**src/rtl/aabb_cube_face_culler_defines.svh**
```systemverilog
// Assertion helpers for the cube face culler.
`ifndef AABB_CUBE_FACE_CULLER_DEFINES_SVH
`define AABB_CUBE_FACE_CULLER_DEFINES_SVH
`ifndef SYNTHESIS
// Checked on every rising edge of i_clk, muted while i_rst_n is low.
`define ACFC_ASSERT(lbl, prop) \
    lbl: assert property (@(posedge i_clk) disable iff (!i_rst_n) prop) \
        else $error("acfc assertion failed");
// Same, with the reset term also checked.
`define ACFC_ASSERT_ALWAYS(lbl, prop) \
    lbl: assert property (@(posedge i_clk) prop) \
        else $error("acfc assertion failed");
`else
`define ACFC_ASSERT(lbl, prop)
`define ACFC_ASSERT_ALWAYS(lbl, prop)
`endif
`endif

```
**src/rtl/acfc_pkg.sv**
```systemverilog
package acfc_pkg;

    typedef struct packed {
        logic signed [31:0] box_min_x;
        logic signed [31:0] box_min_y;
        logic signed [31:0] box_min_z;
        logic signed [31:0] box_max_x;
        logic signed [31:0] box_max_y;
        logic signed [31:0] box_max_z;
        logic [15:0]        object_flags;
        logic [31:0]        object_id;
    } t_in;

    typedef struct packed {
        logic [31:0] result_id;
        logic [15:0] result_depth;
        logic [2:0]  face_index;
        logic        last_of_run;
    } t_out;

    typedef struct packed {
        logic signed [2:0][31:0] light_min;
        logic signed [2:0][31:0] light_max;
        logic [15:0]             required_mask;
    } t_cfg;

    // sideband that rides the pipeline next to the arithmetic
    typedef struct packed {
        logic [31:0] id;
        logic [5:0]  mask;
    } t_side;

    typedef struct packed {
        logic [34:0] rem;
        logic [31:0] root;
        logic [63:0] rad;
    } t_sqrt;

    localparam logic [3:0] REG_LIGHT_MIN_X   = 4'd0;
    localparam logic [3:0] REG_LIGHT_MIN_Y   = 4'd1;
    localparam logic [3:0] REG_LIGHT_MIN_Z   = 4'd2;
    localparam logic [3:0] REG_LIGHT_MAX_X   = 4'd3;
    localparam logic [3:0] REG_LIGHT_MAX_Y   = 4'd4;
    localparam logic [3:0] REG_LIGHT_MAX_Z   = 4'd5;
    localparam logic [3:0] REG_DEPTH_SCALE   = 4'd6;
    localparam logic [3:0] REG_REQUIRED_MASK = 4'd7;

    localparam logic [31:0] DEPTH_SCALE_RST = 32'd65536;
    localparam logic [15:0] DEPTH_MAX       = 16'hFFFF;
    localparam int          SQRT_STEPS      = 4;
    localparam int          SQRT_STAGES     = 8;

    // one restoring digit of the square root: two radicand bits in, one root bit out
    function automatic t_sqrt sqrt_step(t_sqrt s);
        t_sqrt       r;
        logic [34:0] rs;
        logic [34:0] tr;
        rs    = {s.rem[32:0], s.rad[63:62]};
        tr    = {1'b0, s.root, 2'b01};
        r.rad = {s.rad[61:0], 2'b00};
        if (rs >= tr) begin
            r.rem  = rs - tr;
            r.root = {s.root[30:0], 1'b1};
        end else begin
            r.rem  = rs;
            r.root = {s.root[30:0], 1'b0};
        end
        return r;
    endfunction

endpackage

```
**src/rtl/acfc_sqrt_stage.sv**
```systemverilog
module acfc_sqrt_stage (
    input  logic              i_clk,
    input  logic              i_rst_n,
    input  logic              i_en,
    input  logic              i_vld,
    input  acfc_pkg::t_side   i_side,
    input  acfc_pkg::t_sqrt   i_st,
    output logic              o_vld,
    output acfc_pkg::t_side   o_side,
    output acfc_pkg::t_sqrt   o_st
);

    acfc_pkg::t_sqrt n_st;
    logic            r_vld;
    acfc_pkg::t_side r_side;
    acfc_pkg::t_sqrt r_st;

    always_comb begin
        n_st = i_st;
        for (int k = 0; k < acfc_pkg::SQRT_STEPS; k++) begin
            n_st = acfc_pkg::sqrt_step(n_st);
        end
    end

    always_ff @(posedge i_clk) begin
        if (!i_rst_n) begin
            r_vld <= 1'b0;
        end else if (i_en) begin
            r_vld <= i_vld;
        end
    end

    always_ff @(posedge i_clk) begin
        if (i_en) begin
            r_side <= i_side;
            r_st   <= n_st;
        end
    end

    assign o_vld  = r_vld;
    assign o_side = r_side;
    assign o_st   = r_st;

endmodule

```
**config.mk**
```make
export PLATFORM = sky130hd
export DESIGN_NAME = acfc_sqrt_stage
export DESIGN_NICKNAME = d
export VERILOG_FILES = /design/src/rtl/aabb_cube_face_culler_defines.svh /design/src/rtl/acfc_pkg.sv /design/src/rtl/acfc_sqrt_stage.sv
export SDC_FILE = /design/constraint.sdc
export NUM_CORES = 1
export LEC_CHECK = 0
export ABC_CLOCK_PERIOD_IN_PS = 13300
export BUFFER_PORTS_ARGS = -buffer_cell sky130_fd_sc_hd__buf_2
export CAP_MARGIN = 20
export CORE_MARGIN = 2
export CORE_UTILIZATION = 50
export CTS_BUF_LIST = sky130_fd_sc_hd__clkbuf_8 sky130_fd_sc_hd__clkbuf_16
export DETAILED_ROUTE_END_ITERATION = 7
export MAX_ROUTING_LAYER = met4
export PLACE_DENSITY = 0.77
export SYNTH_ARGS = -nofsm -noshare
export SYNTH_HDL_FRONTEND = slang
export SYNTH_SLANG_ARGS = --single-unit
```
**constraint.sdc**
```tcl
create_clock -name i_clk -period 13.3 [get_ports i_clk]
set_clock_uncertainty 0.05 [all_clocks]
set_input_delay 1.995 -clock i_clk [delete_from_list [all_inputs] [get_ports i_clk]]
set_output_delay 1.995 -clock i_clk [all_outputs]
set_load 0.01 [all_outputs]
```
==> impl.org <==
** Run status
- Result of the run :: finished clean

** Place
- Detailed Place HPWL :: 36740 um
- Routability-driven placement finished with a final weighted congestion of 0.9762.
- The number of placed instances, taps included, is 2273.
- Before CTS, the worst setup slack after placement is -0.01617 ns.
- Number of port buffers :: 332

** Setup path
- Kind of launch point of the worst setup path :: input pin
- Maximum single-stage delay on the critical path :: 0.59 ns
- STA puts the critical path data required time at 13.43 ns.
- Data arrival at the endpoint of the critical path :: 12.88 ns
- Measured in cells, the most critical reg-to-reg path has a length of 2.
- In this design, the critical path's most frequently occurring cell is a21oi_1.
- Crit Path Class :: input pin to register
- Worst setup path startpoint :: i_st[76]
- STA classifies the critical path endpoint as a register.
- Reg2Reg Launch Point :: o_vld$_SDFFE_PN0P_
- The slowest stage of the critical path belongs to the cell or4_1.
- In this run the worst path has a maximum fanout of 18.
- The worst register-to-register path ends at o_vld$_SDFFE_PN0P_.
- The critical path ends at o_st[128]$_DFFE_PP_.
- Worst-case register-to-register setup slack :: 12.65 ns

** Clock network
- TritonCTS built the clock tree.
- Number of buffers inserted during clock tree synthesis :: 17
- The H-tree generated during clock tree synthesis spans 4 levels.
- Clock transition at path regs :: 0.06 ns
- Cell at the root of the clock tree :: clkbuf_16
- CTS Hold Bufs :: 0
- Total clock sinks :: 162
- Clock latency on the worst-skew pair, taken at its later pin, is 0.42 ns.
- The number of setup buffers added after CTS is 0.
- Maximum buffer depth of the clock tree :: 2

** STA
- Final hold violation count :: 0
- Final count of negative-setup-slack endpoints :: 0
- The worst path needs 12.74 ns of the cycle, external delays included.
- Summed over all failing endpoints, the final setup total negative slack is 0 ns.
- Number of max-slew violations in the final report :: 0
- In the post-route analysis, the smallest setup slack over all paths is 0.5557 ns.
- Ratio of final minimum period to clock period :: 95.82%
- Unrepaired setup endpoints after global routing :: no
- Slew Limit Headroom :: 32.03%
- Fmax :: 78.47 MHz
- Transition at the pin with the smallest max-transition slack :: 1.020 ns

** Cells and area
- From synthesis to final layout, the design area changed by 21.96%.
- Post-layout instance count excluding filler cells :: 2309
- Fill cells in the final layout number 2395.
- Number of nets in the finished design :: 2223
- In the final layout, the share of cells above drive strength 1 is 27.40%.
- Measured on the finished design, the core utilization comes to 61.95%.

** GRT
- In the global route stage, overall resource usage came out at 30.02%.
- Entering global routing, the biggest net connects 84 pins.
- The first global-routing pass estimated 66250 um of wire.
- GRT overflow :: 0
- The number of global-route vias before repair was 12470.
- Antenna violations before repair :: 4

** Power and ir drop
- Areal power density over the cells :: 292.4 nW/um^2
- VDD sags by at most 185.8 uV.
- For this design the static power due to leakage is 8.046 nW.

** Yosys
- Among all flip-flop cells after synthesis, the most frequent one is edfxtp_1.
- Mapped Area :: 14150 um^2
- The cell count after synthesis came out at 1536.
- For this run, the number of Yosys warnings is 0.
- A synthesized cell averages 9.213 um^2.
- Proportion of netlist area held by the largest area contributor :: 34.16%
- The largest total area in the synthesized netlist belongs to edfxtp_1.
- FF+latch count, synth :: 162
- After synthesis, the cell types taking the most area are edfxtp_1 34%, ha_1 12%, a21oi_1 5.6%.
- Counting flops with an async set or reset pin after synthesis yields a share of 0%.
- The netlist uses 80 different library cells.
- Most numerous cell in the Yosys netlist :: edfxtp_1
- In this run, synthesis inferred 161 flip-flops with an integrated enable.
- Fraction of the yosys area taken by sequential cells :: 34.31%
- Sorting the synthesized cells by how often they occur yields 161 x edfxtp_1, 158 x a21oi_1, 136 x ha_1, 123 x nand2_1.

** Drt
- Dividing the detail-routed via count by the number of cells gives 5.832.
- Post-detailed-routing wire length :: 44930 um
- DRC errors left :: 0
- For this block, the initial DRC count from the detailed router was 1182.
- Via count of the routed design :: 13470
- The pre-antenna-repair detailed-routing pass consisted of 6 iterations.
- In this run the remaining antenna-violating nets after routing total 0.
- Avg WL per Cell :: 19.46 um

** Floorplanning
- Once the floorplan was initialized, standard cells occupied 50.80% of the core.
- DIE HEIGHT :: 172.2 um
- The floorplan step defined a die boundary enclosing 29660 um^2.
- Width of the chip :: 172.2 um
- # IOs :: 343
- In this run the standard cell core region covers 27860 um^2.
- The initialized floorplan defines 61 standard-cell rows.

** Worst hold path
- The tightest min-delay check is of the register to register type.

** Flow run
- Across the run, the number of max-cap violations was 0.
==> flip-flops by register name, summed over array words and instances, names as in the netlist <==
signal,count
o_side,38
o_st,123
o_vld,1
==> report_power, final <==
group | switching (mW) | internal, mW
Sequential | 0.0206 | 0.768
Clock | 0.208 | 0.240
Combinational | 2.06 | 1.75
Total | 2.29 | 2.76
==> worst min-delay path by stage <==
stage                        from                 end  slack [ns]  depth (start not counted)
6_report       o_vld$_SDFFE_PN0P_  o_vld$_SDFFE_PN0P_        0.48                          2
5_1_grt        o_vld$_SDFFE_PN0P_  o_vld$_SDFFE_PN0P_        0.52                          2
4_1_cts        o_vld$_SDFFE_PN0P_  o_vld$_SDFFE_PN0P_        0.48                          2
3_5_place_dp   o_vld$_SDFFE_PN0P_  o_vld$_SDFFE_PN0P_        0.47                          2
3_3_place_gp   o_vld$_SDFFE_PN0P_  o_vld$_SDFFE_PN0P_        0.44                          2
2_1_floorplan  o_vld$_SDFFE_PN0P_  o_vld$_SDFFE_PN0P_        0.49                          2
==> worst max-delay path: cells and delay by family <==
family | cells | cell delay, ns
compound gates | 29 | 4.94
simple gates | 12 | 2.51
fa+ha+maj | 4 | 1.42
mux | 3 | 0.90
buf+inv | 5 | 0.83
xor+xnor | 1 | 0.26
==> metal layers <==
metal	track usage [%]	share of wire, %
met4	11.44	3.4
met2	49.43	47
met3	5.608	8.0
met1	36.72	41
met5	-	0
==> final cells by class <==
type / instances / area [um^2] / area share [%]
Clock inverter: 15 / 108.9 / 0.6307
Antenna cell: 4 / 10.01 / 0.05800
Clock buffer: 17 / 425.4 / 2.465
Sequential cell: 162 / 4855 / 28.13
Tap cell: 378 / 473.0 / 2.740
Multi-Input combinational cell: 1236 / 8758 / 50.75
Inverter: 85 / 324.1 / 1.878
Timing Repair Buffer: 412 / 2305 / 13.35
==> cells in the final DEF (no fill, tap or decap), types with 30 or more instances in the layout <==
| master | count |
|---|---|
| xnor2_1 | 71 |
| edfxtp_1 | 161 |
| nor2_1 | 98 |
| nand2_1 | 123 |
| inv_1 | 84 |
| buf_2 | 331 |
| ha_1 | 136 |
| a21o_1 | 85 |
| nor3_1 | 30 |
| buf_4 | 76 |
| o21ai_0 | 94 |
| a21oi_1 | 154 |
| xor2_1 | 37 |
| nand3_1 | 37 |
==> metrics by stage <==
step / instance area, um^2 / total power [mW] / hold slack [ns]
2_1_floorplan: 14180 / 3.566 / 0.4883
3_3_place_gp: 16650 / 4.442 / 0.4442
3_5_place_dp: 16650 / 4.502 / 0.4685
4_1_cts: 17180 / 4.975 / 0.4820
5_1_grt: 17260 / 5.387 / 0.5228
6_report: 17260 / 5.046 / 0.4753
==> cells by family after synthesis <==
family | synth area share (%)
DFF | 34.31
other | 0.02650
AOI/OAI and AO/OA | 22.83
adders and majority gates | 12.02
xor gates and xnor gates | 6.879
buffers and inverters | 4.368
muxes | 4.969
and+or+nand+nor | 14.60
==> repair_timing <==
| item | in CTS | in global routing |
|---|---|---|
| gates resized for setup | 0 | 21 |
| setup endpoints to repair | 0 | 36 |
| hold endpoints to repair | 0 | 0 |
(Power assumes the default switching activity.)
