**src/rtl/aabb_cube_face_culler_defines.svh**
```systemverilog
// Assertion helpers for the cube face culler.
`ifndef AABB_CUBE_FACE_CULLER_DEFINES_SVH
`define AABB_CUBE_FACE_CULLER_DEFINES_SVH
`ifndef SYNTHESIS
// Checked on every rising edge of i_clk, muted while i_rst_n is low.
`define ACFC_ASSERT(lbl, prop) \
    lbl: assert property (@(posedge i_clk) disable iff (!i_rst_n) prop) \
        else $error("acfc assertion failed");
// Same, with the reset term also checked.
`define ACFC_ASSERT_ALWAYS(lbl, prop) \
    lbl: assert property (@(posedge i_clk) prop) \
        else $error("acfc assertion failed");
`else
`define ACFC_ASSERT(lbl, prop)
`define ACFC_ASSERT_ALWAYS(lbl, prop)
`endif
`endif

```
**src/rtl/acfc_pkg.sv**
```systemverilog
package acfc_pkg;

    typedef struct packed {
        logic signed [31:0] box_min_x;
        logic signed [31:0] box_min_y;
        logic signed [31:0] box_min_z;
        logic signed [31:0] box_max_x;
        logic signed [31:0] box_max_y;
        logic signed [31:0] box_max_z;
        logic [15:0]        object_flags;
        logic [31:0]        object_id;
    } t_in;

    typedef struct packed {
        logic [31:0] result_id;
        logic [15:0] result_depth;
        logic [2:0]  face_index;
        logic        last_of_run;
    } t_out;

    typedef struct packed {
        logic signed [2:0][31:0] light_min;
        logic signed [2:0][31:0] light_max;
        logic [15:0]             required_mask;
    } t_cfg;

    // sideband that rides the pipeline next to the arithmetic
    typedef struct packed {
        logic [31:0] id;
        logic [5:0]  mask;
    } t_side;

    typedef struct packed {
        logic [34:0] rem;
        logic [31:0] root;
        logic [63:0] rad;
    } t_sqrt;

    localparam logic [3:0] REG_LIGHT_MIN_X   = 4'd0;
    localparam logic [3:0] REG_LIGHT_MIN_Y   = 4'd1;
    localparam logic [3:0] REG_LIGHT_MIN_Z   = 4'd2;
    localparam logic [3:0] REG_LIGHT_MAX_X   = 4'd3;
    localparam logic [3:0] REG_LIGHT_MAX_Y   = 4'd4;
    localparam logic [3:0] REG_LIGHT_MAX_Z   = 4'd5;
    localparam logic [3:0] REG_DEPTH_SCALE   = 4'd6;
    localparam logic [3:0] REG_REQUIRED_MASK = 4'd7;

    localparam logic [31:0] DEPTH_SCALE_RST = 32'd65536;
    localparam logic [15:0] DEPTH_MAX       = 16'hFFFF;
    localparam int          SQRT_STEPS      = 4;
    localparam int          SQRT_STAGES     = 8;

    // one restoring digit of the square root: two radicand bits in, one root bit out
    function automatic t_sqrt sqrt_step(t_sqrt s);
        t_sqrt       r;
        logic [34:0] rs;
        logic [34:0] tr;
        rs    = {s.rem[32:0], s.rad[63:62]};
        tr    = {1'b0, s.root, 2'b01};
        r.rad = {s.rad[61:0], 2'b00};
        if (rs >= tr) begin
            r.rem  = rs - tr;
            r.root = {s.root[30:0], 1'b1};
        end else begin
            r.rem  = rs;
            r.root = {s.root[30:0], 1'b0};
        end
        return r;
    endfunction

endpackage

```
**src/rtl/acfc_front.sv**
```systemverilog
module acfc_front #(
    parameter int FLAG_BITS    = 16,
    parameter int CULLABLE_BIT = 0,
    parameter int ID_BITS      = 32
) (
    input  logic                  i_clk,
    input  logic                  i_rst_n,
    input  logic                  i_en,
    input  logic                  i_vld,
    input  acfc_pkg::t_in         i_data,
    input  acfc_pkg::t_cfg        i_cfg,
    output logic                  o_vld,
    output acfc_pkg::t_side       o_side,
    output logic [2:0][30:0]      o_mag
);

    localparam logic [15:0] FMASK  = (FLAG_BITS >= 16) ? 16'hFFFF
                                   : 16'((32'd1 << FLAG_BITS) - 32'd1);
    localparam logic [31:0] IDMASK = (ID_BITS >= 32) ? 32'hFFFF_FFFF
                                   : 32'((64'd1 << ID_BITS) - 64'd1);
    localparam bit          CULL_OK = (CULLABLE_BIT < FLAG_BITS) && (CULLABLE_BIT < 16);

    // stage 1: gate, centre and extent (doubled), face side tests
    logic signed [31:0] bmin [3];
    logic signed [31:0] bmax [3];
    logic signed [32:0] bsum [3];
    logic signed [32:0] lsum [3];
    logic signed [33:0] n_c2 [3];
    logic signed [32:0] n_e2 [3];
    logic signed [33:0] tmax [3];
    logic signed [33:0] tmin [3];
    logic [5:0]         n_sidebits;
    logic [15:0]        flags;
    logic [15:0]        req;
    logic               n_keep;

    logic               r1_vld;
    logic signed [33:0] r1_c2 [3];
    logic signed [32:0] r1_e2 [3];
    logic [5:0]         r1_sidebits;
    logic               r1_cull;
    logic [31:0]        r1_id;

    always_comb begin
        bmin[0] = i_data.box_min_x;
        bmin[1] = i_data.box_min_y;
        bmin[2] = i_data.box_min_z;
        bmax[0] = i_data.box_max_x;
        bmax[1] = i_data.box_max_y;
        bmax[2] = i_data.box_max_z;
        flags   = i_data.object_flags & FMASK;
        req     = i_cfg.required_mask & FMASK;
        n_keep  = ((flags & req) == req);
        for (int a = 0; a < 3; a++) begin
            bsum[a] = 33'(bmin[a]) + 33'(bmax[a]);
            lsum[a] = 33'($signed(i_cfg.light_min[a])) + 33'($signed(i_cfg.light_max[a]));
            n_c2[a] = 34'(bsum[a]) - 34'(lsum[a]);
            n_e2[a] = 33'(bmax[a]) - 33'(bmin[a]);
            tmax[a] = {bmax[a][31], bmax[a], 1'b0};
            tmin[a] = {bmin[a][31], bmin[a], 1'b0};
            if (!($signed(i_cfg.light_min[a]) <= bmax[a] &&
                  bmin[a] <= $signed(i_cfg.light_max[a]))) begin
                n_keep = 1'b0;
            end
            n_sidebits[2*a]     = tmax[a] > 34'(lsum[a]);
            n_sidebits[2*a + 1] = tmin[a] < 34'(lsum[a]);
        end
    end

    always_ff @(posedge i_clk) begin
        if (!i_rst_n) begin
            r1_vld <= 1'b0;
        end else if (i_en) begin
            r1_vld <= i_vld && n_keep;
        end
    end

    always_ff @(posedge i_clk) begin
        if (i_en) begin
            r1_c2       <= n_c2;
            r1_e2       <= n_e2;
            r1_sidebits <= n_sidebits;
            r1_cull     <= CULL_OK ? flags[4'(CULLABLE_BIT)] : 1'b0;
            r1_id       <= i_data.object_id & IDMASK;
        end
    end

    // stage 2: plane tests, face mask, centre magnitudes
    logic signed [34:0] pdist [6];
    logic signed [33:0] rad  [6];
    logic [5:0]         rp;
    logic [5:0]         rn;
    logic [5:0]         vis;
    logic [5:0]         n_mask;
    logic [33:0]        mag  [3];
    logic [2:0][30:0]   n_mag;

    logic               r2_vld;
    acfc_pkg::t_side    r2_side;
    logic [2:0][30:0]   r2_mag;

    always_comb begin
        pdist[0] = 35'(r1_c2[1]) - 35'(r1_c2[0]);
        pdist[1] = 35'(r1_c2[0]) + 35'(r1_c2[1]);
        pdist[2] = 35'(r1_c2[0]) + 35'(r1_c2[2]);
        pdist[3] = 35'(r1_c2[0]) - 35'(r1_c2[2]);
        pdist[4] = 35'(r1_c2[1]) + 35'(r1_c2[2]);
        pdist[5] = 35'(r1_c2[2]) - 35'(r1_c2[1]);
        rad[0]  = 34'(r1_e2[0]) + 34'(r1_e2[1]);
        rad[1]  = rad[0];
        rad[2]  = 34'(r1_e2[0]) + 34'(r1_e2[2]);
        rad[3]  = rad[2];
        rad[4]  = 34'(r1_e2[1]) + 34'(r1_e2[2]);
        rad[5]  = rad[4];
        for (int j = 0; j < 6; j++) begin
            rp[j] = (36'(pdist[j]) + 36'(rad[j])) > 36'sd0;
            rn[j] = 36'(pdist[j]) < 36'(rad[j]);
        end
        vis[0] = rn[0] & rp[1] & rp[2] & rp[3] & r1_sidebits[0];
        vis[1] = rp[0] & rn[1] & rn[2] & rn[3] & r1_sidebits[1];
        vis[2] = rp[0] & rp[1] & rp[4] & rn[5] & r1_sidebits[2];
        vis[3] = rn[0] & rn[1] & rn[4] & rp[5] & r1_sidebits[3];
        vis[4] = rp[2] & rn[3] & rp[4] & rp[5] & r1_sidebits[4];
        vis[5] = rn[2] & rp[3] & rn[4] & rn[5] & r1_sidebits[5];
        n_mask = r1_cull ? vis : 6'h3F;
        for (int a = 0; a < 3; a++) begin
            mag[a]   = r1_c2[a][33] ? 34'(-r1_c2[a]) : 34'(r1_c2[a]);
            n_mag[a] = mag[a][32:2];
        end
    end

    always_ff @(posedge i_clk) begin
        if (!i_rst_n) begin
            r2_vld <= 1'b0;
        end else if (i_en) begin
            r2_vld <= r1_vld && (n_mask != 6'd0);
        end
    end

    always_ff @(posedge i_clk) begin
        if (i_en) begin
            r2_side.id   <= r1_id;
            r2_side.mask <= n_mask;
            r2_mag       <= n_mag;
        end
    end

    assign o_vld  = r2_vld;
    assign o_side = r2_side;
    assign o_mag  = r2_mag;

endmodule

```
**config.mk**
```make
export PLATFORM = sky130hd
export DESIGN_NAME = acfc_front
export DESIGN_NICKNAME = d
export VERILOG_FILES = /design/src/rtl/aabb_cube_face_culler_defines.svh /design/src/rtl/acfc_pkg.sv /design/src/rtl/acfc_front.sv
export SDC_FILE = /design/constraint.sdc
export NUM_CORES = 2
export LEC_CHECK = 0
export ABC_CLOCK_PERIOD_IN_PS = 7800
export BUFFER_PORTS_ARGS = -buffer_cell sky130_fd_sc_hd__buf_2
export CAP_MARGIN = 40
export CORE_UTILIZATION = 57
export CTS_CLUSTER_DIAMETER = 150
export CTS_CLUSTER_SIZE = 30
export DETAILED_ROUTE_END_ITERATION = 7
export MAX_ROUTING_LAYER = met4
export PLACE_DENSITY = 0.8
export RECOVER_POWER = 100
export SYNTH_ARGS = -nofsm -noshare
export SYNTH_HDL_FRONTEND = slang
export SYNTH_SLANG_ARGS = --single-unit
```
**constraint.sdc**
```tcl
create_clock -name i_clk -period 7.8 [get_ports i_clk]
set_input_delay 1.17 -clock i_clk [delete_from_list [all_inputs] [get_ports i_clk]]
set_output_delay 1.17 -clock i_clk [all_outputs]
set_load 0.05 [all_outputs]
```
==> impl_metrics.json <==
{
  "grt_max_degree": 163,
  "die_h_um": 348.4,
  "drc": 8,
  "crit_type": "reg -> reg",
  "layout-drive-gt1-share_pct": 20.63,
  "wl_per_cell_um": 25.30,
  "die_area_um2": 121400,
  "synth_top_family_by_area": "adder cells",
  "drt_iter0_markers": 8682,
  "core_um2": 118600,
  "synth_edf_count": 371,
  "synth_fa_ha_area_share_pct": 29.13,
  "worst_r2r_endpoint": "o_vld",
  "slew_violations": 44,
  "ys_seq_area_share_pct": 16.34,
  "viasPerCell": 6.324,
  "fin_hold_ws_ns": 0.4265,
  "die_w_um": 348.4,
  "hold_viol": 0,
  "path_delay_family": "compound AO/OA/AOI/OAI gates",
  "cts_max_path_buffers": 3,
  "ios": 584,
  "synth_compound_area_share_pct": 23.01,
  "areaGrowthSynthToFinish_pct": 22.14,
  "n_fill_cell": 9512,
  "period_share_pct": 104.2,
  "ys_seq_elements": 373,
  "gp_congestion": 1.163,
  "synth_mux_area_share_pct": 0.5176,
  "fin_cells": 11580,
  "max_stage_delay_ns": 0.45,
  "setup_viol": 6,
  "cts_buffers": 18,
  "grtUsageMet2_pct": 69.18,
  "root_buffer": "clkbuf_16",
  "dr.pass1.iters": 8,
  "register_area_um2": 11180,
  "r2r_slack_ns": -0.32,
  "min_period_ns": 8.124,
  "crit_path_end_kind": "flop",
  "crit_buf_inv": 4,
  "met3_usage_pct": 11.02,
  "synth_xor_area_share_pct": 8.345,
  "place_inst": 11390,
  "cp-startpoint": "r1_e2[33]",
  "grt_pass1_wl_um": 423900,
  "async_flop_share_pct": 0,
  "start_util_pct": 57.71,
  "clock_sinks": 373,
  "gr-total-overflow": 0,
  "grt_setup_unrepaired": "yes",
  "clock_latency_ns": 0.64,
  "h-tree-depth": 1,
  "worstReg2RegStart": "r1_e2[33]",
  "synth_area_um2": 68410,
  "grt_usage_pct": 47.66,
  "fin_ws_ns": -0.3237,
  "final_nets": 11910,
  "top_usage_layer": "met2",
  "slowest_stage": "edfxtp_1",
  "final_util_pct": 70.48,
  "violations": "design-rule violations, max-capacitance violations, max-slew violations, negative setup slack",
  "routed_wl_um": 293000,
  "crit_top_cell": "a21o_1",
  "portBuffers": 583,
  "yosys_warnings": 0,
  "grtUsageMet1_pct": 57.93,
  "min_to": "o_side[29]",
  "worstHoldPathCells": 0,
  "dpl.hpwl_um": 251000,
  "vias": 73230,
  "synth_cell_type_count": 92,
  "hold_buffers": 0,
  "yosys.area_share.simple_pct": 16.95,
  "worstPathMaxFanout": 2,
  "cts_tree": "built",
  "hold_class": "reg -> reg",
  "reg2reg_depth": 41,
  "syn-num-nets": 10310,
  "status": "finished, violations left",
  "worstPathArrival_ns": 8.66,
  "synth_area_per_cell_um2": 8.207,
  "multi_input_area_um2": 54640,
  "grt_pass1_vias": 69820,
  "grt_antenna_before_repair": 30,
  "worstHoldStart": "r1_id[23]",
  "worstMarginPinSlew_ns": 2.616,
  "maxSlewHeadroom_pct": -74.41,
  "crit_required_ns": 8.33,
  "finalClockSkew_ns": 0.05216,
  "clkTransAtPathRegs_ns": 0.12,
  "fin_setup_tns_ns": -1.196,
  "max_freq_mhz": 123.1,
  "netlist_instances": 8336,
  "synthFlopType": "edfxtp_1",
  "fp-row-count": 126,
  "ant_nets": 0,
  "max_cap_violations": 1,
  "cp-start-kind": "flop"
}
## synth_stat cells (18+ instances only)
library cell / count / share of area, %
fa_1: 120 / 3.5
o31ai_1: 83 / 0.91
mux2i_1: 23 / 0.34
or3_1: 68 / 0.62
ha_1: 1401 / 26
edfxtp_1: 371 / 16
or2_2: 40 / 0.37
o211ai_1: 68 / 0.75
nand3_1: 141 / 1.0
nand3b_1: 23 / 0.25
nor2_1: 684 / 3.8
nand4_1: 126 / 1.2
a21o_1: 223 / 2.4
a31oi_1: 58 / 0.53
nand2b_1: 185 / 1.7
o31a_1: 24 / 0.31
inv_1: 889 / 4.9
o41ai_1: 18 / 0.23
o21bai_1: 154 / 1.7
a21boi_0: 55 / 0.60
o21a_1: 113 / 1.2
a211o_1: 27 / 0.35
o21ai_0: 473 / 3.5
a221oi_1: 21 / 0.27
nor3_1: 200 / 1.5
clkbuf_1: 134 / 0.74
a211oi_1: 76 / 0.83
nor2b_1: 181 / 1.7
a311oi_1: 19 / 0.24
o22ai_1: 29 / 0.27
xor2_1: 174 / 2.2
a21oi_1: 741 / 5.4
nor4_1: 76 / 0.69
o2111ai_1: 29 / 0.37
a2111oi_0: 54 / 0.69
and3_1: 84 / 0.77
and2_1: 45 / 0.41
xnor2_1: 463 / 5.9
or4_1: 23 / 0.25
nand2_1: 337 / 1.8
## layout by cell type, fill, tap and decap left out, types with 198 or more instances in the layout
master and n:
a21o_1 223, a21oi_1 707, buf_2 580, buf_4 1119, edfxtp_1 371, ha_1 1389
inv_1 885, nand2_1 335, nor2_1 675, nor3_1 198, o21ai_0 442, xnor2_1 455
## sequential cells by signal, indices dropped and copies added, names as in the netlist
signal       flops
r1_id           32
r1_sidebits      6
o_mag           93
r1_vld           1
r1_c2          102
o_side          38
r1_e2           99
r1_cull          1
o_vld            1
## metrics by stage
stage / instance area [µm²] / worst slack, ns
6_report: 83560 / -0.3237
5_1_grt: 83550 / -0.7067
4_1_cts: 82670 / -0.1437
3_5_place_dp: 80620 / -1.014
3_3_place_gp: 80480 / -0.8713
2_1_floorplan: 68410 / 0.1071
## routing by layer
layer | up-vias | routed length [µm]
met3 | 1023 | 35080
li1 | 33470 | -
met4 | 0 | 26470
met5 | - | 0
met1 | 34600 | 110800
met2 | 4128 | 120700
## cells by family (layout without fill, tap and decap cells)
group / count (synthesis) / after routing
AO/OA/AOI/OAI: 2439 / 2439
AND/OR/NAND/NOR: 2287 / 2287
adder cells (fa/ha/maj): 1521 / 1521
buffers and inverters: 1039 / 2652
XOR/XNOR: 643 / 643
flip-flops: 373 / 373
multiplexers: 34 / 34
other: 0 / 31
## how the worst max path moves through the flow
stage | end | slack [ns] | depth (start not counted)
after floorplan | o_vld | 0.11 | 39
after global placement | o_vld | -0.87 | 39
after detailed placement | o_vld | -1.01 | 40
after CTS | o_mag[61] | -0.14 | 39
after global routing | o_vld | -0.71 | 42
final | o_vld | -0.32 | 41
## final cells by class
class | instances | area share, %
clock buffers | 23 | 0.5615
diodes | 31 | 0.09284
flip-flops and latches | 373 | 13.38
multi-input cells | 6924 | 65.39
inverters | 894 | 4.019
clock inverters | 7 | 0.1707
well taps | 1600 | 2.396
repair buffers | 1728 | 13.99
## repair_timing
action	in CTS	in global routing
gates resized for setup	148	146
buffers inserted	107	29
setup endpoints to repair	7	16
pin swaps	88	92
Power is not shown: default switching activity piles up to over one toggle a cycle in this logic, so the estimate is an artifact.
