$ cat src/rtl/aabb_cube_face_culler_defines.svh
// Assertion helpers for the cube face culler.
`ifndef AABB_CUBE_FACE_CULLER_DEFINES_SVH
`define AABB_CUBE_FACE_CULLER_DEFINES_SVH
`ifndef SYNTHESIS
// Checked on every rising edge of i_clk, muted while i_rst_n is low.
`define ACFC_ASSERT(lbl, prop) \
    lbl: assert property (@(posedge i_clk) disable iff (!i_rst_n) prop) \
        else $error("acfc assertion failed");
// Same, with the reset term also checked.
`define ACFC_ASSERT_ALWAYS(lbl, prop) \
    lbl: assert property (@(posedge i_clk) prop) \
        else $error("acfc assertion failed");
`else
`define ACFC_ASSERT(lbl, prop)
`define ACFC_ASSERT_ALWAYS(lbl, prop)
`endif
`endif

$ cat src/rtl/acfc_pkg.sv
package acfc_pkg;

    typedef struct packed {
        logic signed [31:0] box_min_x;
        logic signed [31:0] box_min_y;
        logic signed [31:0] box_min_z;
        logic signed [31:0] box_max_x;
        logic signed [31:0] box_max_y;
        logic signed [31:0] box_max_z;
        logic [15:0]        object_flags;
        logic [31:0]        object_id;
    } t_in;

    typedef struct packed {
        logic [31:0] result_id;
        logic [15:0] result_depth;
        logic [2:0]  face_index;
        logic        last_of_run;
    } t_out;

    typedef struct packed {
        logic signed [2:0][31:0] light_min;
        logic signed [2:0][31:0] light_max;
        logic [15:0]             required_mask;
    } t_cfg;

    // sideband that rides the pipeline next to the arithmetic
    typedef struct packed {
        logic [31:0] id;
        logic [5:0]  mask;
    } t_side;

    typedef struct packed {
        logic [34:0] rem;
        logic [31:0] root;
        logic [63:0] rad;
    } t_sqrt;

    localparam logic [3:0] REG_LIGHT_MIN_X   = 4'd0;
    localparam logic [3:0] REG_LIGHT_MIN_Y   = 4'd1;
    localparam logic [3:0] REG_LIGHT_MIN_Z   = 4'd2;
    localparam logic [3:0] REG_LIGHT_MAX_X   = 4'd3;
    localparam logic [3:0] REG_LIGHT_MAX_Y   = 4'd4;
    localparam logic [3:0] REG_LIGHT_MAX_Z   = 4'd5;
    localparam logic [3:0] REG_DEPTH_SCALE   = 4'd6;
    localparam logic [3:0] REG_REQUIRED_MASK = 4'd7;

    localparam logic [31:0] DEPTH_SCALE_RST = 32'd65536;
    localparam logic [15:0] DEPTH_MAX       = 16'hFFFF;
    localparam int          SQRT_STEPS      = 4;
    localparam int          SQRT_STAGES     = 8;

    // one restoring digit of the square root: two radicand bits in, one root bit out
    function automatic t_sqrt sqrt_step(t_sqrt s);
        t_sqrt       r;
        logic [34:0] rs;
        logic [34:0] tr;
        rs    = {s.rem[32:0], s.rad[63:62]};
        tr    = {1'b0, s.root, 2'b01};
        r.rad = {s.rad[61:0], 2'b00};
        if (rs >= tr) begin
            r.rem  = rs - tr;
            r.root = {s.root[30:0], 1'b1};
        end else begin
            r.rem  = rs;
            r.root = {s.root[30:0], 1'b0};
        end
        return r;
    endfunction

endpackage

$ cat src/rtl/acfc_emit.sv
`include "aabb_cube_face_culler_defines.svh"

module acfc_emit (
    input  logic              i_clk,
    input  logic              i_rst_n,
    input  logic              i_vld,
    input  acfc_pkg::t_side   i_side,
    input  logic [15:0]       i_depth,
    output logic              o_adv,
    output logic              o_out_valid,
    input  logic              i_out_ready,
    output acfc_pkg::t_out    o_out_data
);

    logic            r_vld;
    logic [5:0]      r_mask;
    logic [31:0]     r_id;
    logic [15:0]     r_depth;
    logic [2:0]      face;
    logic [5:0]      lowbit;
    logic            last;
    logic            take;

    always_comb begin
        face   = 3'd0;
        lowbit = 6'd0;
        for (int j = 5; j >= 0; j--) begin
            if (r_mask[j]) begin
                face   = 3'(j);
                lowbit = 6'd1 << j;
            end
        end
        last  = (r_mask & (r_mask - 6'd1)) == 6'd0;
        take  = r_vld && i_out_ready;
        o_adv = !r_vld || (take && last);
    end

    always_ff @(posedge i_clk) begin
        if (!i_rst_n) begin
            r_vld  <= 1'b0;
            r_mask <= 6'd0;
        end else if (o_adv) begin
            r_vld  <= i_vld;
            r_mask <= i_side.mask;
        end else if (take) begin
            r_mask <= r_mask & ~lowbit;
        end
    end

    always_ff @(posedge i_clk) begin
        if (o_adv) begin
            r_id    <= i_side.id;
            r_depth <= i_depth;
        end
    end

    assign o_out_valid             = r_vld;
    assign o_out_data.result_id    = r_id;
    assign o_out_data.result_depth = r_depth;
    assign o_out_data.face_index   = face;
    assign o_out_data.last_of_run  = last;

    `ACFC_ASSERT(a_mask_live, r_vld |-> (r_mask != 6'd0))
    `ACFC_ASSERT(a_run_goes_on, (take && !last) |=> (r_vld && $onehot0(r_mask ^ $past(r_mask))))
    `ACFC_ASSERT(a_stall_only_busy, !o_adv |-> r_vld)
    `ACFC_ASSERT_ALWAYS(a_reset_empty, !i_rst_n |=> !r_vld)

endmodule

$ cat config.mk
export PLATFORM = sky130hd
export DESIGN_NAME = acfc_emit
export DESIGN_NICKNAME = d
export VERILOG_FILES = /design/src/rtl/acfc_pkg.sv /design/src/rtl/acfc_emit.sv
export VERILOG_INCLUDE_DIRS = /design/src /design/src/rtl
export SDC_FILE = /design/constraint.sdc
export NUM_CORES = 1
export LEC_CHECK = 0
export BUFFER_PORTS_ARGS = -buffer_cell sky130_fd_sc_hd__buf_2
export CORE_MARGIN = 2
export CORE_UTILIZATION = 38
export DETAILED_ROUTE_END_ITERATION = 6
export PLACE_DENSITY_LB_ADDON = 0.12
export SYNTH_ARGS = -nofsm -noshare
export SYNTH_HDL_FRONTEND = slang
export SYNTH_SLANG_ARGS = --single-unit
export TNS_END_PERCENT = 50
$ cat constraint.sdc
create_clock -name i_clk -period 2.7 [get_ports i_clk]
set_input_delay 0.135 -clock i_clk [delete_from_list [all_inputs] [get_ports i_clk]]
set_output_delay 0.135 -clock i_clk [all_outputs]
set_load 0.02 [all_outputs]
==> results of run 1 <==
-- cells by family (layout without fill, tap and decap cells) --
kind of cell	count (synthesis)	after routing	synth area share
AOI/OAI and AO/OA	15	15	0.0760
buffers and inverters	8	146	0.0192
DFF	55	55	0.835
muxes	4	4	0.0212
and+or+nand+nor	20	20	0.0482
-- where the power goes --
part / total [mW] / switching (mW) / internal (mW)
combinational: 0.387 / 0.244 / 0.143
clock: 0.521 / 0.245 / 0.276
sequential: 1.07 / 0.0361 / 1.04
-- synth_stat cells --
cell,number
a21oi_1,2
o211ai_1,2
nand2b_1,2
buf_4,1
o21a_1,1
nand2_1,8
edfxtp_1,48
nand3_1,1
mux2i_1,4
nor2_1,6
nor3_1,2
o311ai_0,1
o21ai_0,1
buf_2,2
o2111ai_1,1
or3_4,1
o21ai_1,1
o32ai_1,1
a2111oi_0,1
a21o_1,1
dfxtp_1,7
inv_1,4
o22ai_1,1
o311ai_4,2
clkbuf_1,1
-- worst max-delay path, stage by stage (launching register included) --
cell	delay [ns]
dfxtp_1	0.38
or3_4	0.44
o311ai_4	0.27
o311ai_4	0.17
clkinvlp_4	0.09
buf_4	0.47
buf_2	0.27
-- path summary, 6_finish.rpt --
kind,cells after the start,endpoint,slack (ns),start
setup / recovery,6,o_adv,0.18,r_mask[2]
hold / removal,1,r_id[10],0.01,i_side[16]
setup reg to reg,5,r_depth[15],0.51,r_mask[2]
hold reg to reg,2,r_mask[4],0.57,r_mask[4]
-- flip-flops by register name, summed over array words and instances (netlist names) --
signal and flops:
r_mask 6, r_depth 16, o_out_valid 1, r_id 32
-- routing by layer --
metal  share of wire  wire [um]  vias up  track usage
li1                -          -      660            -
met1            0.35       1440      620        0.145
met2            0.57       2330       53        0.256
met3           0.070        285        2       0.0461
met4          0.0042         17        0       0.0357
met5               0          0        -            0
-- cell type report --
class	count	area, sq um
clock buffers	5	68.8
clock inverters	3	43.8
fillers	403	1900
inverters	4	18.8
multi-input cells	39	275
flip-flops and latches	55	1580
well taps	67	83.8
repair buffers	134	781
-- through the flow --
step | utilization | std cells | power, mW
finish | 0.600 | 307 | 1.98
detailed placement | 0.531 | 277 | 1.46
CTS | 0.567 | 291 | 1.98
global placement | 0.531 | 277 | 1.45
global route | 0.600 | 307 | 2.07
floorplan | - | 102 | 1.31
-- repair_timing --
item                                   4_1_cts  5_1_grt
hold buffers                                 6       15
endpoints found under the hold margin        6       15
buffers inserted                             0        1
setup endpoints to repair                    0        1
-- cells in the final DEF (no fill, tap or decap) --
cell,Yosys,layout
nor3_1,2,2
o211ai_1,2,2
dlygate4sd3_1,0,21
or3_4,1,1
clkinv_2,0,1
nand2b_1,2,2
buf_4,1,2
bufinv_16,0,1
a21o_1,1,1
o21ai_0,1,1
o311ai_4,2,2
inv_1,4,3
nand2_1,8,8
o21ai_1,1,1
clkinv_4,0,1
clkinvlp_4,0,1
o311ai_0,1,1
edfxtp_1,48,48
o2111ai_1,1,1
o22ai_1,1,1
a21oi_1,2,2
a2111oi_0,1,1
mux2i_1,4,4
o21a_1,1,1
buf_2,2,111
o32ai_1,1,1
nand3_1,1,1
clkbuf_8,0,5
dfxtp_1,7,7
nor2_1,6,6
==> summary.md, run 1 <==
| Metric | Value |
|---|---|
| Outcome | finished, final reports clean |
| DP Area | 2520 sq um |
| Share of layout cells above drive strength 1 | 0.521 |
| Die ar. | 5560 sq um |
| Sequential area share after synthesis | 0.835 |
| DP Worst Slack | 0.366 ns |
| Largest net degree at the start of global routing | 50 |
| Syn Std Cell Area | 1890 sq um |
| Initial antenna violation count | 0 |
| Tightest Pin Transition | 0.574 ns |
| Grt ovf | 0 |
| Worst Skew | 0.00362 ns |
| Slew HR | 0.617 |
| Final net count | between 200 and 300 |
| Layout area overhead | 50.7% |
| RSZ-0062 raised after global routing | false |
| Pwr Density | 694 nW/um^2 |
| TNS Setup | 0 ns |
| Overall routing resource usage | 0.136 |
| Synth cell types | 25 |
| Vias | 1335 |
| Synthesized Nets | 160 |
| Crit path arrival time | 2.38 ns |
| CTS Buffer Depth | 2 |
| Crit end category | primary output |
| Crit path launch type | flip-flop |
| Drt pass-1 iters | 4 |
| Die Span X | about 75 um |
| Final period util | 0.932 |
| Initial core utilization | 0.398 |
| Diode count | 0 |
| Syn Inst Count | 102 |
| Setup Crit Path Kind | flip-flop to primary output |
| Yosys top cell area share | 0.761 |
| Final setup vio count | 0 |
| Yosys reg bits | 55 |
| Global-route wire length before repair | 5570 um |
| Syn. warnings | 0 |
| I/O Buffers | 111 |
| CP required | 2.57 ns |
| Peak VDD IR | 0.486 mV |
| Post-route ant nets | 0 |
| Min Tclk post-route | 2.52 ns |
| CTS sink cnt | 55 |
| Row cnt | 25 |
| DP Wirelength | 3000 um |
| Fin. Hold Viols | 0 |
| Max-Cap Viols | 0 |
| CTS tree | built |
| DR iter-0 viols | 58 |
| HP Class | input port to flip-flop |
| Clock root buffer | clkbuf_8 |
| Critical path peak fanout | 49 |
| Clk Latency, worst-skew pair | approximately 0.29 ns |
| Slew Viols, Final | 0 |
| Vias/cell | ~4.3 |
| Boundary Pins | approximately 110 |
| Fin worst setup slack | 0.185 ns |
| Vias in the first global route | between 1000 and 1500 |
| Hold_ws | approximately 0.011 ns |
| RD Place Congestion | 0.762 |
| Die Y | between 70 and 80 um |
| Routed len/inst | around 13 um |
| Dominant cells by area after synthesis | edfxtp_1 (76%), dfxtp_1 (7.4%), o311ai_4 (2.8%), mux2i_1 (2.1%), nand2_1 (1.6%) |
| Synth Area per Inst | 18.6 sq um |
| Post-route cell area | 2850 sq um |
| Max Freq | between 300 and 400 MHz |
| Reg clk slew, reported paths | 0.09 ns |
| Cts bufs inserted | 5 |
| Leak | 1.24 nW |
| Post-CTS Resized | 0 |
| H-Tree Depth | 2 |
| Remaining DRCs | 0 |
| Most area-hungry cell type in the Yosys netlist | edfxtp_1 |
| Routed WL | 4070 um |
| Core ar. | approximately 4800 sq um |
Note: power is estimated with default switching activity, not from simulation.
==> run 2: changes to the inputs <==
ABC_AREA = 1   (was unset)
==> summary.md, run 2 <==
| Metric | Value |
|---|---|
| Outcome | finished, final reports clean |
| Remaining DRCs | 0 (unchanged) |
| Crit. path cell count | 9 (+3) |
| Vias | 1417 (+6.1%) |
| Most common cell after layout, fill and taps aside | buf_2 |
| DR iter-0 viols | 51 (-12%) |
| Post-CTS Resized | 0 (unchanged) |
| Crit path launch type | flip-flop |
| Fin worst setup slack | 0.687 ns (+0.503 ns) |
| Synth async-reset ratio | 0 (unchanged) |
| CP required | 2.57 ns (about the same) |
| CTS sink cnt | 55 (unchanged) |
| Critical R2R Launch | r_mask[0] |
| Synth Area in Adders | 0 (unchanged) |
| Most instantiated library cell after synthesis | edfxtp_1 |
| Final net count | 330 (+11%) |
| Layout Cells excl Fill | 340 (+11%) |
| CTS Buffer Depth | 2 (unchanged) |
| Yosys reg bits | 55 (unchanged) |
| Placed insts | 300 (+8.3%) |
| Drt pass-1 iters | 3 (-1) |
| Peak VDD IR | 0.347 mV (-29%) |
| Final period util | 0.745 (-0.186) |
| Setup Crit Path Kind | flip-flop to primary output |
| Fin. Hold Viols | 0 (unchanged) |
| Vias in the first global route | 1363 (+7.7%) |
| Core ar. | 4750 sq um (unchanged) |
| CTS tree | built |
| Global-route wire length before repair | 5710 um (+2.6%) |
| Tightest Pin Transition | 0.262 ns (-0.312 ns) |
| Clock root buffer | clkbuf_8 |
| Leak | 1.38 nW (+12%) |
| Die Span X | 74.7 um (+0.13%) |
| Final setup vio count | 0 (unchanged) |
| Hold_ws | 0.0157 ns (+0.00432 ns) |
| Most frequent cells in the layout | buf_2 (111), edfxtp_1 (48), dlygate4sd3_1 (32) |
| Commonest cells post-synth | edfxtp_1 (48), nand2_1 (17), inv_1 (13) |
| Row cnt | 25 (unchanged) |
| EDFF count, synth | 48 (unchanged) |
| Clk Latency, worst-skew pair | 0.29 ns (about the same) |
| Multiplexer share of the synthesized area | 0 (-0.0212) |
| Layout area overhead | 56.0% |
| Combinational fraction of design power | 0.256 (+0.061) |
| Dominant cells by area after synthesis | edfxtp_1 (76%), dfxtp_1 (7.4%), nand2_1 (3.4%), inv_1 (2.6%), nor2_1 (2.4%) |
| Worst path most repeated cell | nand2_4 |
| Share of layout cells above drive strength 1 | 0.476 (-0.0446) |
| TNS Setup | 0 ns (unchanged) |
| Vias/cell | 4.17 (-4.2%) |
| Largest net degree at the start of global routing | 22 (-56%) |
| Pwr Density | 690 nW/um^2 (-0.64%) |
| Min Tclk post-route | 2.01 ns (-0.503 ns) |
| Worst Skew | 0.00723 ns (+0.00361 ns) |
| Critical path peak fanout | 21 (-57%) |
| Synth Area in XOR/XNOR | 0 (unchanged) |
| Hold path start | i_side[30] |
| Initial core utilization | 0.399 (+0.00105) |
| Largest registers | r_id x32, r_depth x16, r_mask x6 |
| Sequential area share after synthesis | 0.833 (-0.00220) |
| Critical path, cell by cell | nor2_2 > inv_1 > nand2_2 > nand3_2 > nand2_4 > nand2_4 > clkinv_2 > buf_12 > buf_2 |
| Largest family of logic cells by synthesized area | simple AND/OR/NAND/NOR gates |
| Largest register FFs | 32 (unchanged) |
| Sequential power share | 0.541 (about the same) |
| Post-Synth Simple-Gate Area | 0.109 (+0.0612) |
| Routed WL | 4040 um (-0.59%) |
| Syn Std Cell Area | 1900 sq um (+0.26%) |
| Synth cell types | 17 (-32%) |
| Setup crit start | r_mask[0] |
| Initial antenna violation count | 0 (unchanged) |
| Hold Path Stages | 1 (unchanged) |
| Overall routing resource usage | 0.139 (+0.00342) |
| DP Area | 2560 sq um (+1.4%) |
| RD Place Congestion | 0.794 (+4.2%) |
| Switch share | 0.298 (+0.0326) |
| DP Wirelength | 2930 um (-2.2%) |
| Largest register by flop count | r_id |
| Die Y | 74.7 um (+0.13%) |
| Slew Viols, Final | 0 (unchanged) |
| Max incr delay on CP | 0.35 ns (-0.12 ns) |
| Clock power share | 0.203 (-0.060) |
| Synth Area in Compound Gates | 0.0250 (-0.0510) |
| Synthesized Nets | 179 (+12%) |
| Reg clk slew, reported paths | 0.09 ns (about the same) |
| Worst path slowest cell | dfxtp_1 |
| Max-Cap Viols | 0 (unchanged) |
| Syn. warnings | 0 (unchanged) |
| Max Freq | 497 MHz (+25%) |
| Die ar. | 5580 sq um (+0.25%) |
| Yosys top cell area share | 0.759 (-0.00201) |
| Post-synth top flop | edfxtp_1 |
| Post-route ant nets | 0 (unchanged) |
| Post-route cell area | 2960 sq um (+3.8%) |
| Most area-hungry cell type in the Yosys netlist | edfxtp_1 |
| Diode count | 0 (unchanged) |
| Routed len/inst | 11.9 um (-10%) |
| R2R depth | 8 (+3) |
| DP Worst Slack | 0.890 ns (+0.524 ns) |
| RSZ-0062 raised after global routing | false |
| Cts bufs inserted | 5 (unchanged) |
| Crit path arrival time | 1.88 ns (-0.50 ns) |
| Internal | 1.43 mW (-1.4%) |
| Crit end category | primary output |
| H-Tree Depth | 2 (unchanged) |
| Boundary Pins | 112 (unchanged) |
| Slew HR | 0.823 (+0.206) |
| Synth Area per Inst | 15.7 sq um (-15%) |
| I/O Buffers | 111 (unchanged) |
| HP Class | input port to flip-flop |
| Syn Inst Count | 121 (+19%) |
| Grt ovf | 0 (unchanged) |
| Delay-heaviest family, CP | buffers and inverters |
| NetSw | 608 uW (+16%) |
| Worst Path Buf+Inv | 4 (+1) |
run 2: changes by cell type after synthesis, moves of 3 or more:
cell / previous run / this run
mux2i_1: 4 / 0
inv_1: 4 / 13
a21oi_1: 2 / 5
nor2_1: 6 / 12
nand2_1: 8 / 17
run 2: timing repair:
action / CTS / global route
hold buffers: 20 / 12
hold endpoints to repair: 20 / 12
setup buffers: 0 / 0
setup endpoints to repair: 0 / 0
run 2: power groups by stage:
stage               sequential, mW  combinational, mW  clock [mW]
floorplan                     1.27              0.161           0
global placement              1.12              0.492           0
detailed placement            1.13              0.492           0
CTS                           1.11              0.516       0.436
global route                  1.12              0.568       0.463
finish                        1.10              0.524       0.414
run 2: path summary, 6_finish.rpt:
path	slack, ns	end
worst max-delay path	0.69	o_adv
worst min-delay path	0.02	r_id[24]
worst max register to register	0.90	r_id[21]
worst min register to register	0.52	r_mask[0]
run 2: logic make-up after synthesis:
kind of cell | Yosys count
buffers and inverters | 15
AND/OR/NAND/NOR | 42
flip-flops | 55
AO/OA/AOI/OAI | 9
run 2: cell type report:
cell class	count	area, sq um
Inverter	14	53.8
Tap cell	67	83.8
Clock inverter	3	15.0
Sequential cell	55	1580
Clock buffer	5	68.8
Multi-Input combinational cell	51	255
Timing Repair Buffer	145	903
Fill cell	421	1790
run 2: per-stage QoR:
stage	total power [mW]	utilization
global placement	1.61	0.538
detailed placement	1.62	0.538
finish	2.04	0.623
CTS	2.06	0.598
global route	2.15	0.623
floorplan	1.43	-
run 2: routing by layer:
layer / GRT usage / vias up / share of wire
li1: - / 715 / -
met1: 0.149 / 644 / 0.38
met2: 0.256 / 53 / 0.53
met3: 0.0455 / 5 / 0.069
met4: 0.0536 / 0 / 0.013
met5: 0 / - / 0
